<file path="src/hdl/vpsm_pkg.sv">
// shared constants, types and codes for the vein point set matcher
package vpsm_pkg;

   // set capacity and derived widths
   localparam int MAX_POINTS = 128;
   localparam int ADDR_W     = (MAX_POINTS > 1) ? $clog2(MAX_POINTS) : 1;
   localparam int COUNT_W    = $clog2(MAX_POINTS + 1);

   // fixed field widths
   localparam int COORD_W  = 8;
   localparam int KIND_W   = 2;
   localparam int DIST_W   = 18;
   localparam int ANGLE_W  = 8;
   localparam int SIM_W    = 17;
   localparam int MATCH_W  = 8;
   localparam int FRAC_W   = 16;
   localparam int QUOT_W   = COUNT_W + FRAC_W;
   localparam int DIV_CNT_W = $clog2(QUOT_W + 1);

   // input word kinds
   localparam logic [KIND_W-1:0] KIND_LOAD_REF   = 2'd0;
   localparam logic [KIND_W-1:0] KIND_LOAD_PROBE = 2'd1;
   localparam logic [KIND_W-1:0] KIND_COMPARE    = 2'd2;

   // configuration port
   localparam int CSR_INDEX_W = 2;
   localparam int CSR_DATA_W  = 18;
   localparam logic [CSR_INDEX_W-1:0] CSR_DIST_LIMIT  = 2'd0;
   localparam logic [CSR_INDEX_W-1:0] CSR_ANGLE_LIMIT = 2'd1;

   // reset values and result constants
   localparam logic [DIST_W-1:0]  DIST_LIMIT_RESET  = 18'd25;
   localparam logic [ANGLE_W-1:0] ANGLE_LIMIT_RESET = 8'd30;
   localparam logic [SIM_W-1:0]   SIM_ONE           = 17'h10000;
   localparam int                 MATCH_MAX         = (1 << MATCH_W) - 1;

   // packed point as stored in the set memories
   typedef struct packed {
      logic [COORD_W-1:0] direction;
      logic [COORD_W-1:0] pos_y;
      logic [COORD_W-1:0] pos_x;
   } point_type;

   localparam int POINT_W = $bits(point_type);

endpackage

</file>
<file path="src/hdl/vpsm_pair.sv">
// closeness test of one reference point against one probe point
module vpsm_pair
   import vpsm_pkg::*;
(
   input  point_type           ref_point,
   input  point_type           probe_point,
   input  logic [DIST_W-1:0]   dist_limit,
   input  logic [ANGLE_W-1:0]  angle_limit,
   output logic                close
);

   logic [COORD_W-1:0]   dx;
   logic [COORD_W-1:0]   dy;
   logic [COORD_W-1:0]   da;
   logic [2*COORD_W-1:0] dx_sq;
   logic [2*COORD_W-1:0] dy_sq;
   logic [DIST_W-1:0]    dist_sq;
   logic [COORD_W:0]     da_wrap;
   logic                 dist_ok;
   logic                 angle_ok;

   // absolute differences
   always_comb begin
      dx = (ref_point.pos_x > probe_point.pos_x) ? ref_point.pos_x - probe_point.pos_x
                                                 : probe_point.pos_x - ref_point.pos_x;
      dy = (ref_point.pos_y > probe_point.pos_y) ? ref_point.pos_y - probe_point.pos_y
                                                 : probe_point.pos_y - ref_point.pos_y;
      da = (ref_point.direction > probe_point.direction)
           ? ref_point.direction - probe_point.direction
           : probe_point.direction - ref_point.direction;
   end

   // squared distance against the limit
   always_comb begin
      dx_sq   = dx * dx;
      dy_sq   = dy * dy;
      dist_sq = DIST_W'(dx_sq) + DIST_W'(dy_sq);
      dist_ok = dist_sq < dist_limit;
   end

   // direction difference wrapped onto the short way round the circle
   always_comb begin
      if (da > COORD_W'(1 << (COORD_W - 1))) begin
         da_wrap = (COORD_W+1)'(1 << COORD_W) - {1'b0, da};
      end else begin
         da_wrap = {1'b0, da};
      end
      angle_ok = da_wrap < {1'b0, angle_limit};
   end

   assign close = dist_ok & angle_ok;

endmodule

</file>
<file path="config.mk">
export PLATFORM = sky130hd
export DESIGN_NAME = vpsm_pair
export DESIGN_NICKNAME = d
export VERILOG_FILES = /design/src/hdl/vpsm_pkg.sv /design/src/hdl/vpsm_pair.sv
export SDC_FILE = /design/constraint.sdc
export NUM_CORES = 1
export LEC_CHECK = 0
export BUFFER_PORTS_ARGS = -buffer_cell sky130_fd_sc_hd__buf_4
export CAP_MARGIN = 20
export CORE_MARGIN = 2
export CORE_UTILIZATION = 68
export DETAILED_ROUTE_END_ITERATION = 8
export GPL_TIMING_DRIVEN = 0
export PLACE_DENSITY = 0.95
export SYNTH_ARGS = -nofsm -noshare
export SYNTH_HDL_FRONTEND = slang
export SYNTH_SLANG_ARGS = --single-unit
</file>
<file path="constraint.sdc">
create_clock -name vclk -period 15.8
set_input_delay 0.79 -clock vclk [all_inputs]
set_output_delay 0.79 -clock vclk [all_outputs]
set_load 0.05 [all_outputs]
</file>
# Yosys cells after proc, flatten, opt, wreduce, memory -nomap -nowiden
# Cells that the tools add are included.
classes:
  order_cmp: 6
  muxes: 4
  bitwise_logic: 1
  div: 0
  n_reduce_logical: 0
  add_sub_neg: 8
  n_shift: 0
  n_eq_ne: 0
  n_mul: 2
ops:
  columns: ["cell", "count"]
  rows:
  - ["$sub A8 B8 Y8", 6]
  - ["$mul A8 B8 Y16", 2]
  - ["$gt A8 B8 Y1", 3]
  - ["$mux W8", 3]
  - ["$lt A17 B18 Y1", 1]
  - ["$add A16 B16 Y17", 1]
  - ["$lt A9 B8 Y1", 1]
  - ["$mux W9", 1]
  - ["$sub A9 B8 Y9 const A", 1]
  - ["$gt A8 B8 Y1 const B", 1]
  - ["$and A1 B1 Y1", 1]
word_totals:
  output_inout_bits: 1
  inputBits: 74
  latchBits: 0
  mem_bits_rw: 0
  memories: 0
  wordCells: 21
  register_bits: 0
  romBits: 0

# Depth between registers and ports, before layout
logic_depth:
  ltp_word: 6
  mapped_depth: 39

# Worst setup path after synthesis
# Ideal clock, no wire load.
synth_path:
  path_kind: "input-to-output"
  startpoint: "input port ref_point[8] in the netlist's numbering"
  endpoint: "output port close"
  stages: 35
  t_required_ps: 15010
  arrival_time_ps: 9809
  path_slack_ps: 5201
  cell_sequence: "inv_1 -> ha_1 -> inv_1 -> fa_1 -> a211oi_1 -> o21ai_0 -> a21o_1 -> and2_1 -> buf_2 -> mux2i_1 -> mux2i_1 -> nor2_2 -> or2_2 -> fa_1 -> inv_1 -> fa_1 -> fa_1 -> fa_1 -> fa_1 -> inv_1 -> fa_1 -> inv_1 -> ha_1 -> a21o_1 -> a31o_2 -> a41o_1 -> o41ai_1 -> xnor2_1 -> ha_1 -> a21o_1 -> a21oi_1 -> nor2_1 -> nor2_1 -> o21ai_0 -> a221oi_1"
synth_via:
  elab_chain_cells: 6
  word_cells_on_any_way: 8
  cone_classes: "add/sub (3); mul (1); order compare (2); mux (1); bitwise (1)"
synth_rtl:
  columns: ["element", "line", "text"]
  rows:
  - ["start, declared", "vpsm_pair.sv:5", "input point_type ref_point,"]
  - ["$sub A8 B8 Y8, or another cell as far along", "vpsm_pair.sv:27", ": probe_point.pos_y - ref_point.pos_y;"]
  - ["$mux W8 (*)", "vpsm_pair.sv:26", "dy = (ref_point.pos_y > probe_point.pos_y) ? ref_point.pos_y - probe_point.pos_y"]
  - ["$mul A8 B8 Y16 (*)", "vpsm_pair.sv:36", "dy_sq = dy * dy;"]
  - ["$add A16 B16 Y17 (*)", "vpsm_pair.sv:37", "dist_sq = DIST_W'(dx_sq) + DIST_W'(dy_sq);"]
  - ["$lt A17 B18 Y1 (*)", "vpsm_pair.sv:38", "dist_ok = dist_sq < dist_limit;"]
  - ["$and A1 B1 Y1 (*)", "vpsm_pair.sv:51", "assign close = dist_ok & angle_ok;"]
  - ["end, declared", "vpsm_pair.sv:9", "output logic close"]
# Every way passes the cells marked *; elsewhere a longest branch is shown, timed or not.

# Worst setup path after layout
layout_path:
  startpoint: "input port ref_point[0] in the netlist's numbering"
  endpoint: "output port close"
layout_via:
  elab_chain_cells: 6
  word_cells_on_any_way: 8
  cone_classes: "add/sub (3); mul (1); order compare (2); mux (1); bitwise (1)"
layout_rtl:
  columns: ["element", "line", "text"]
  rows:
  - ["$sub A8 B8 Y8, or another cell as far along", "vpsm_pair.sv:25", ": probe_point.pos_x - ref_point.pos_x;"]
  - ["$mux W8 (*)", "vpsm_pair.sv:24", "dx = (ref_point.pos_x > probe_point.pos_x) ? ref_point.pos_x - probe_point.pos_x"]
  - ["$mul A8 B8 Y16 (*)", "vpsm_pair.sv:35", "dx_sq = dx * dx;"]
  - ["$add A16 B16 Y17 (*)", "vpsm_pair.sv:37", null]
  - ["$lt A17 B18 Y1 (*)", "vpsm_pair.sv:38", null]
  - ["$and A1 B1 Y1 (*)", "vpsm_pair.sv:51", null]
# Marks and branches as above.

==> results.toml <==
[run_status]
run_status = "finished, final reports clean"

[final_layout]
area.sequential_sq_um = 0
antenna-diode-count = 0
num-fill-cells = 621
layout_area_overhead_pct = 11.1
post_route_cells_drive_above_1_share_pct = 13.2
nClkBuffers = 0
multi_input_area_sq_um = 5490
final_nets = 1134
seq_cells = 0

[timing]
totalNegativeSetupSlack_ns = 0
transition_at_the_pin_with_the_smallest_max_transition_slack_ns = 0.939
fin_crit_ns = 10.94
setup_viol = 0
timing.final.max_slew_violations = 0
timing_hold_violations_final = 0
timing.max_slew.rel_slack_pct = 37.2
fmax_mhz = 91.4
rsz_0062_raised_after_global_routing = "no"
layout_worst_path_cycle_share_pct = 69.3

[clock_tree]
cts_hold_buffers = 0
cts-resized-gates = 0
cts_setup_buffers = 0

[critical_path]
timing.critical_path.arrival_ns = 10.15
slowest_stage = "xor2_1"
required_ns = 15.01
startpoint_type_of_the_worst_setup_path = "primary input"
setup.worst_path.end_class = "output port"
worstSetupPathType = "primary input to output port"
slowest_stage_delay_cp_ns = 0.70
worst_path_most_repeated_cell = "fa_1"
path_max_fanout = 10

[worst_hold_path]
holdPathStages = 5
timing.hold.worst_endpoint = "close"
min_path_type = "primary input to output port"
worstHoldStart = "angle_limit[7]"

[drt]
dr.first_iter.drc_count = 199
viasPerCell = 5.67
wl_per_cell_um = 14.3
route.detailed.drc = 0
vias = 5467
antenna_violation_net_count_after_detailed_routing = 0
first_pass_iteration_count_of_the_detailed_router = 5
drt-total-wl_um = 13800

[yosys]
synth-seq-area-share_pct = 0
mappedNetlistNets = 1057
post_synth.cell_area_avg_sq_um = 8.10
synth_cell_types = 58
yosys_warnings = 0
netlist_area_sq_um = 6300
synthCells = 778

[global_route]
antenna_found_initial = 0
first_global_vias = 5717
gr-total-overflow = 0
grtUsageTotal_pct = 29.5
largest_net_degree_at_the_start_of_global_routing = 11
grt_first_pass_wirelength_um = 24600

[floorplanning]
site_rows = 35
core_footprint_sq_um = 9110
die-height_um = 100
die_width_um = 100
floorplan_die_area_sq_um = 10100
ios = 75
initial_utilization_pct = 69.2

[placement]
placed_wire_length_estimate_after_detailed_placement_um = 12200
gp_routability_congestion = 0.924
numPortBuffers = 75

[flow_run]
maxCapViolations = 0
cells by family after synthesis:
| family | share of synthesized area (%) |
|---|---|
| simple gates | 12.8 |
| mux | 3.63 |
| compound gates | 14.1 |
| xor+xnor | 6.03 |
| buf+inv | 13.0 |
| fa+ha+maj | 50.4 |
area by class of cell:
cell class	instances	share of cell area, %
Multi-Input combinational cell	565	78.3
Tap cell	111	1.98
Timing Repair Buffer	75	8.04
Buffer	12	0.911
Inverter	201	10.8
metal layers:
layer	vias to the layer above	global-route usage (%)	share of wire, %
met5	-	0	0
li1	2626	-	-
met4	0	8.85	2.8
met2	215	55.0	53
met1	2579	35.6	38
met3	47	3.13	6.0
through the flow:
step | hold slack, ns | util [%] | cells | worst slack, ns | area [sq um]
2_1_floorplan | 1.95 | - | 778 | 5.20 | 6300
4_1_cts | 2.16 | 76.9 | 964 | 4.91 | 7010
3_3_place_gp | 2.14 | 76.9 | 964 | 5.17 | 7010
3_5_place_dp | 2.14 | 76.9 | 964 | 4.96 | 7010
6_report | 2.16 | 76.9 | 964 | 4.86 | 7010
5_1_grt | 2.19 | 76.9 | 964 | 4.28 | 7010
Yosys cell counts, drive strengths merged (6+ instances only):
library cell	number	area, sq um
nor3	12	60.1
nand2	31	119
inv	201	754
o21a	6	45.0
a31oi	7	43.8
xnor2	25	234
buf	8	48.8
nor2	68	265
a21oi	37	200
or2	7	43.8
xor2	15	146
a21o	21	158
nand3	9	45.0
mux2i	18	184
ha	123	1540
nand4	6	37.5
nand2b	10	62.6
nor2b	12	75.1
o21ai	26	130
fa	82	1640
worst max-delay path by stage:
| stage | from | endpoint | slack [ns] | cells after the start |
|---|---|---|---|---|
| 2_1_floorplan | ref_point[8] | close | 5.20 | 35 |
| 3_3_place_gp | ref_point[0] | close | 5.17 | 38 |
| 3_5_place_dp | ref_point[0] | close | 4.96 | 39 |
| 4_1_cts | ref_point[0] | close | 4.91 | 39 |
| 5_1_grt | ref_point[8] | close | 4.28 | 39 |
| 6_report | ref_point[0] | close | 4.86 | 39 |
cell usage in the layout, fill, tap and decap left out, types with 6 or more instances in the layout:
cell	n
nor3_1	12
nand2b_1	10
xor2_1	13
buf_4	76
fa_1	82
nand3_1	9
mux2i_1	17
nand4_1	6
o21a_1	6
xnor2_1	23
nand2_1	30
a31oi_1	7
a21oi_1	35
or2_2	7
a21o_1	21
nor2_1	66
ha_1	123
inv_1	201
o21ai_0	26
nor2b_1	12
buf_2	6
worst max-delay path, delay by kind of cell:
family,cells,cell delay [ns]
adders and majority gates,10,4.22
xor gates and xnor gates,2,0.87
AOI/OAI and AO/OA,14,2.88
buffers and inverters,8,0.81
and+or+nand+nor,5,0.59
Power is not shown: default switching activity piles up to over one toggle a cycle in this logic, so the estimate is an artifact.
