[src/hdl/vpsm_pkg.sv]
// shared constants, types and codes for the vein point set matcher
package vpsm_pkg;

   // set capacity and derived widths
   localparam int MAX_POINTS = 128;
   localparam int ADDR_W     = (MAX_POINTS > 1) ? $clog2(MAX_POINTS) : 1;
   localparam int COUNT_W    = $clog2(MAX_POINTS + 1);

   // fixed field widths
   localparam int COORD_W  = 8;
   localparam int KIND_W   = 2;
   localparam int DIST_W   = 18;
   localparam int ANGLE_W  = 8;
   localparam int SIM_W    = 17;
   localparam int MATCH_W  = 8;
   localparam int FRAC_W   = 16;
   localparam int QUOT_W   = COUNT_W + FRAC_W;
   localparam int DIV_CNT_W = $clog2(QUOT_W + 1);

   // input word kinds
   localparam logic [KIND_W-1:0] KIND_LOAD_REF   = 2'd0;
   localparam logic [KIND_W-1:0] KIND_LOAD_PROBE = 2'd1;
   localparam logic [KIND_W-1:0] KIND_COMPARE    = 2'd2;

   // configuration port
   localparam int CSR_INDEX_W = 2;
   localparam int CSR_DATA_W  = 18;
   localparam logic [CSR_INDEX_W-1:0] CSR_DIST_LIMIT  = 2'd0;
   localparam logic [CSR_INDEX_W-1:0] CSR_ANGLE_LIMIT = 2'd1;

   // reset values and result constants
   localparam logic [DIST_W-1:0]  DIST_LIMIT_RESET  = 18'd25;
   localparam logic [ANGLE_W-1:0] ANGLE_LIMIT_RESET = 8'd30;
   localparam logic [SIM_W-1:0]   SIM_ONE           = 17'h10000;
   localparam int                 MATCH_MAX         = (1 << MATCH_W) - 1;

   // packed point as stored in the set memories
   typedef struct packed {
      logic [COORD_W-1:0] direction;
      logic [COORD_W-1:0] pos_y;
      logic [COORD_W-1:0] pos_x;
   } point_type;

   localparam int POINT_W = $bits(point_type);

endpackage

[src/hdl/vpsm_div.sv]
// restoring divider, one quotient bit per cycle
module vpsm_div
   import vpsm_pkg::*;
(
   input  logic               clock,
   input  logic               reset,
   input  logic               start,
   input  logic [QUOT_W-1:0]  dividend,
   input  logic [COUNT_W-1:0] divisor,
   output logic               done,
   output logic [QUOT_W-1:0]  quotient
);

   logic                 busy_ff, busy_in;
   logic                 done_ff, done_in;
   logic [DIV_CNT_W-1:0] cnt_ff, cnt_in;
   logic [COUNT_W-1:0]   rem_ff, rem_in;
   logic [QUOT_W-1:0]    quo_ff, quo_in;
   logic [COUNT_W:0]     trial;

   // one shift and subtract step
   always_comb begin
      busy_in = busy_ff;
      done_in = 1'b0;
      cnt_in  = cnt_ff;
      rem_in  = rem_ff;
      quo_in  = quo_ff;
      trial   = {rem_ff, quo_ff[QUOT_W-1]};
      if (start) begin
         busy_in = 1'b1;
         cnt_in  = DIV_CNT_W'(QUOT_W);
         rem_in  = '0;
         quo_in  = dividend;
      end else if (busy_ff) begin
         if (trial >= {1'b0, divisor}) begin
            rem_in = COUNT_W'(trial - {1'b0, divisor});
            quo_in = {quo_ff[QUOT_W-2:0], 1'b1};
         end else begin
            rem_in = COUNT_W'(trial);
            quo_in = {quo_ff[QUOT_W-2:0], 1'b0};
         end
         cnt_in = cnt_ff - 1'b1;
         if (cnt_ff == DIV_CNT_W'(1)) begin
            busy_in = 1'b0;
            done_in = 1'b1;
         end
      end
   end

   // control registers
   always_ff @(posedge clock) begin
      if (reset) begin
         busy_ff <= 1'b0;
         done_ff <= 1'b0;
         cnt_ff  <= '0;
      end else begin
         busy_ff <= busy_in;
         done_ff <= done_in;
         cnt_ff  <= cnt_in;
      end
   end

   // datapath registers
   always_ff @(posedge clock) begin
      rem_ff <= rem_in;
      quo_ff <= quo_in;
   end

   assign done     = done_ff;
   assign quotient = quo_ff;

endmodule
[config.mk]
export PLATFORM = sky130hd
export DESIGN_NAME = vpsm_div
export DESIGN_NICKNAME = d
export VERILOG_FILES = /design/src/hdl/vpsm_pkg.sv /design/src/hdl/vpsm_div.sv
export SDC_FILE = /design/constraint.sdc
export NUM_CORES = 1
export LEC_CHECK = 0
export ABC_CLOCK_PERIOD_IN_PS = 2340
export BUFFER_PORTS_ARGS = -buffer_cell sky130_fd_sc_hd__clkbuf_2
export CORE_UTILIZATION = 50
export DETAILED_ROUTE_END_ITERATION = 8
export GPL_TIMING_DRIVEN = 0
export HOLD_SLACK_MARGIN = 0.12
export PLACE_DENSITY_LB_ADDON = 0.1
export SETUP_SLACK_MARGIN = 0.2
export SLEW_MARGIN = 20
export SYNTH_ARGS = -nofsm -noshare
export SYNTH_HDL_FRONTEND = slang
export SYNTH_SLANG_ARGS = --single-unit
[constraint.sdc]
create_clock -name clock -period 2.34 [get_ports clock]
set_clock_uncertainty 0.05 [all_clocks]
set_input_delay 0.351 -clock clock [delete_from_list [all_inputs] [get_ports clock]]
set_output_delay 0.351 -clock clock [all_outputs]
set_load 0.1 [all_outputs]
Word level (Yosys, flattened, before mapping)
Cells that the tools add are included.
{"block": "op_classes", "add_sub_neg": 2, "n_mul": 0, "div_mod_pow": 0, "order_cmp": 1, "eq_ne": 1, "shift": 0, "n_mux": 10, "n_bitwise": 1, "reduce_logical": 3}
{"cell": "two-way mux 24 bit", "n": 2}
{"cell": "two-way mux 5 bit", "n": 2}
{"cell": "greater-or-equal comparator 9 x 8 -> 1 bit", "n": 1}
{"cell": "two-way mux 8 bit", "n": 1}
{"cell": "subtractor 8 bit", "n": 1}
{"cell": "equality test 5 x 1 -> 1 bit (second input constant)", "n": 1}
{"cell": "two-way mux 1 bit", "n": 5}
{"cell": "subtractor 5 x 1 -> 5 bit (second input constant)", "n": 1}
{"cell": "OR reduction 3 bit", "n": 1}
{"cell": "nonzero test 2 bit", "n": 1}
{"cell": "OR reduction 2 bit", "n": 1}
{"cell": "inverter 1 bit", "n": 1}
{"block": "totals", "reg_bits": 39, "latch_bits": 0, "ram_bits": 0, "romBits": 0, "inputBits": 35, "output_inout_bits": 25, "elab_cells": 24, "memories": 0}

Longest topological paths before layout
{"block": "logic_depth", "ltp_word": 4, "depth_mapped": 9, "ltp_nobuf": 9}

Least setup slack after synthesis
Ideal clock, no wire load.
{"block": "synth_timing", "kind": "register to register", "from": "register quo_ff[23], in the netlist quotient[23]", "to": "register rem_ff[0]", "setup_time_ns": 0.086, "arrival_time_ns": 2.405, "t_required_ns": 2.204, "setup_slack_ns": -0.200, "path_stages_with_launch": 9, "n_path_buf": 0, "period_less_slack_ns": 2.540, "path_cell_list": "edfxtp_1 inv_1 ha_1 nand2b_1 a21oi_2 nor3_2 o21ai_2 mux2_2 a211oi_1"}
{"block": "synth_via", "elab_chain_cells": 2, "elab_cells_between_ends": 3, "classes_between": "1 x add/sub; 1 x order compare; 1 x mux"}
{"element": "start: declaration", "line_no": "vpsm_div.sv:18", "rtl": "logic [QUOT_W-1:0] quo_ff, quo_in;"}
{"element": "start signal: assignment", "line_no": "vpsm_div.sv:66", "rtl": "quo_ff <= quo_in;"}
{"element": "subtractor 8 bit or greater-or-equal comparator 9 x 8 -> 1 bit (tied branches)", "line_no": "vpsm_div.sv:36, vpsm_div.sv:35"}
{"element": "two-way mux 8 bit (*)", "line_no": "vpsm_div.sv:35", "rtl": "if (trial >= {1'b0, divisor}) begin"}
{"element": "end signal: assignment", "line_no": "vpsm_div.sv:65", "rtl": "rem_ff <= rem_in;"}
{"element": "end: declaration", "line_no": "vpsm_div.sv:17", "rtl": "logic [COUNT_W-1:0] rem_ff, rem_in;"}
Every way passes the cells marked *; elsewhere a longest branch is shown, timed or not.
A chain may end at the register's enable or synchronous reset.

Worst setup path after layout
{"block": "layout_timing", "from": "register rem_ff[1]", "to": "register rem_ff[2]"}
{"block": "layout_via", "elab_chain_cells": 2, "elab_cells_between_ends": 3, "classes_between": "1 x add/sub; 1 x order compare; 1 x mux"}
{"element": "subtractor 8 bit or greater-or-equal comparator 9 x 8 -> 1 bit (tied branches)", "line_no": "vpsm_div.sv:36, vpsm_div.sv:35"}
{"element": "two-way mux 8 bit (*)", "line_no": "vpsm_div.sv:35"}
Marks and branches as above.

==> reports/qor.txt <==
Drt drc: 0
Nature of the critical path endpoint: flop
Via/cell ratio: 5.354
Later-pin clock latency in the skew report: 290 ps
Status: completed
Number of failing hold endpoints at the final stage: 0
Initial DRC Count: 72
Most frequent cells in the layout: 58 x clkbuf_2, 24 x mux2_2, 24 x edfxtp_1
Fraction of layout cells with a size suffix above 1: 44.44%
Initial antenna violation count: 0
Synth cell types: 40
RSZ-0062 raised after global routing: false
Worst-Margin Slew: 580.0 ps
Die area: 4359 um^2
Critical path class: reg -> reg
Synth warn: 0
CP Cell Sequence: ha_1 > nand3_2 > o22ai_2 > nor3_2 > o21ai_2 > buf_6 > mux2i_1 > a211oi_1
HP Class: in -> reg
Syn_nets: 221
Most common cell after layout, fill and taps aside: clkbuf_2
CTS tree: built
Inst Count DP: 281
Gr usage total: 20.52%
Register area share after synthesis: 49.82%
Clock slew at reported path FFs: 80 ps
Pwr Density: 826.7 nW/um^2
N_diodes: 0
Routed Antenna Nets: 0
Number of max-cap violations: 0
GP Congestion: 0.7471
PortBufs: 58
Die Height: 66.02 um
Vias in the first global route: 1,506
Synth Register Bits: 39
WL/cell: 14.48 um
Starting Density: 53.95%
Synthesized cell area: 2049 um^2
Drt total wl: 4214 um
Nets: 288
Post-Layout Cell Count: 291
Core area: 3799 um^2
CTS Buffer Depth: 2
Rel. slew slack: 61.33%
Maximum number of pins on one net before global-route repair: 25
Achievable Freq: 0.4956 GHz
First-pass GRT wire length: 6644 um
Util after Layout: 67.92%
Post-synth top area cell: edfxtp_1
Clock sink total: 39
H-tree depth: 2
Fin crit period: 2018 ps
Vias: 1,558
Synth top area share: 35.16%
Mean Syn Cell Area: 11.71 um^2
Ports: 60
Max-slew violations: 0
Largest fanout on the critical path: 9
Max VDD drop: 0.0006260 V
Root Buffer: clkbuf_8
CTS Buf Count: 5
Synthesis-to-finish area growth: 25.88%
DPL Wire Length: 3103 um
Endpoints failing setup: 0
Grt ovf: 0
Worst Path Arrival: 2120 ps
Synth top area cells: edfxtp_1 35%, dfxtp_1 15%, mux2_2 14%
Hold WS: 274.8 ps
Slowest stage delay, CP: 370 ps
Hold Buf Count CTS: 0
Tcrit/Tclk final: 86.22%
Mapped Cells: 175
Row count: 22
Drt first pass iters: 4
Critical Path RT: 2440 ps
Leak pwr: 1.098 nW
Worst path slowest cell: ha_1
Reg2reg setup slack: 320 ps
Die X: 66.02 um
Startpoint types: flop
[cell usage after synthesis (all sizes together)]
master / n
mux2: 25
ha: 10
o211ai: 1
nand3: 3
and3: 1
nor2: 19
o22ai: 1
o31a: 1
or4b: 1
a22o: 1
a21oi: 4
a21o: 1
dfxtp: 15
nor3b: 1
nand2b: 2
clkbuf: 5
a21boi: 1
o21a: 3
xnor2: 4
fa: 1
nor4: 1
buf: 2
nand2: 4
a2111oi: 1
o21ai: 4
inv: 14
nor3: 5
nor4b: 2
a31oi: 1
o32ai: 1
xor2: 5
edfxtp: 24
nor2b: 2
mux2i: 4
a211oi: 5
[power breakdown]
| group | internal, mW | total, mW | switching, mW |
|---|---|---|---|
| Combinational | 0.211 | 0.733 | 0.522 |
| Sequential | 0.809 | 0.850 | 0.0405 |
| Clock | 0.312 | 0.550 | 0.238 |
| Total | 1.33 | 2.13 | 0.800 |
[cell families after synthesis]
kind of cell | count (synthesis) | synth area share, %
flops | 39 | 49.82
fa+ha+maj | 11 | 7.082
simple gates | 41 | 10.20
mux | 29 | 15.69
compound gates | 25 | 9.158
xor+xnor | 9 | 3.846
buf+inv | 21 | 4.212
[critical path: cells and delay by family (launching register included)]
kind,cells,cell delay [ps]
DFF,1,350
and+or+nand+nor,2,200
muxes,1,210
AOI/OAI and AO/OA,3,510
buffers and inverters,1,190
adders and majority gates,1,370
[layer usage]
layer	share of wire [%]	routed length [um]	up-vias	track usage, %
li1	-	-	764	-
met1	43	1825	734	25.61
met2	50	2104	51	34.69
met3	4.9	207	9	4.483
met4	1.8	76	0	7.447
met5	0	0	-	0
[repair_timing]
action / 4_1_cts / 5_1_grt
endpoints found under the hold margin: 0 / 0
gates resized for setup: 0 / 3
setup endpoints to repair: 0 / 28
setup buffers: 0 / 2
[path summary, 6_finish.rpt]
check | start | end | cells after the start
worst min-delay path | reset | busy_ff$_SDFF_PP0_ | 2
worst min register to register | rem_ff[7]$_SDFFE_PP0P_ | rem_ff[7]$_SDFFE_PP0P_ | 2
worst max-delay path | rem_ff[1]$_SDFFE_PP0P_ | rem_ff[2]$_SDFFE_PP0P_ | 8
worst max register to register | rem_ff[1]$_SDFFE_PP0P_ | rem_ff[2]$_SDFFE_PP0P_ | 8
[area by class of cell]
class | count | area [um^2]
well taps | 48 | 60.06
plain buffers | 7 | 33.78
multi-input cells | 115 | 996.0
repair buffers | 60 | 305.3
clock buffers | 5 | 68.82
flip-flops and latches | 39 | 1021
clock inverters | 3 | 38.79
fillers | 311 | 1219
inverters | 14 | 56.30
[metrics by stage]
stage	total power [mW]	instance area [um^2]	setup slack [ps]	setup TNS, ps
6_report	2.133	2580	322.4	0
5_1_grt	2.215	2580	174.2	0
4_1_cts	2.125	2549	254.6	0
3_5_place_dp	1.580	2441	150.7	0
3_3_place_gp	1.561	2441	191.7	0
2_1_floorplan	1.452	2091	-61.93	-183.8
[state kept, by name (all words and copies together), names as in the netlist]
| signal | flops |
|---|---|
| quotient | 24 |
| rem_ff | 8 |
| cnt_ff | 5 |
| busy_ff | 1 |
| done | 1 |
Power figures use the tool's default switching activity.
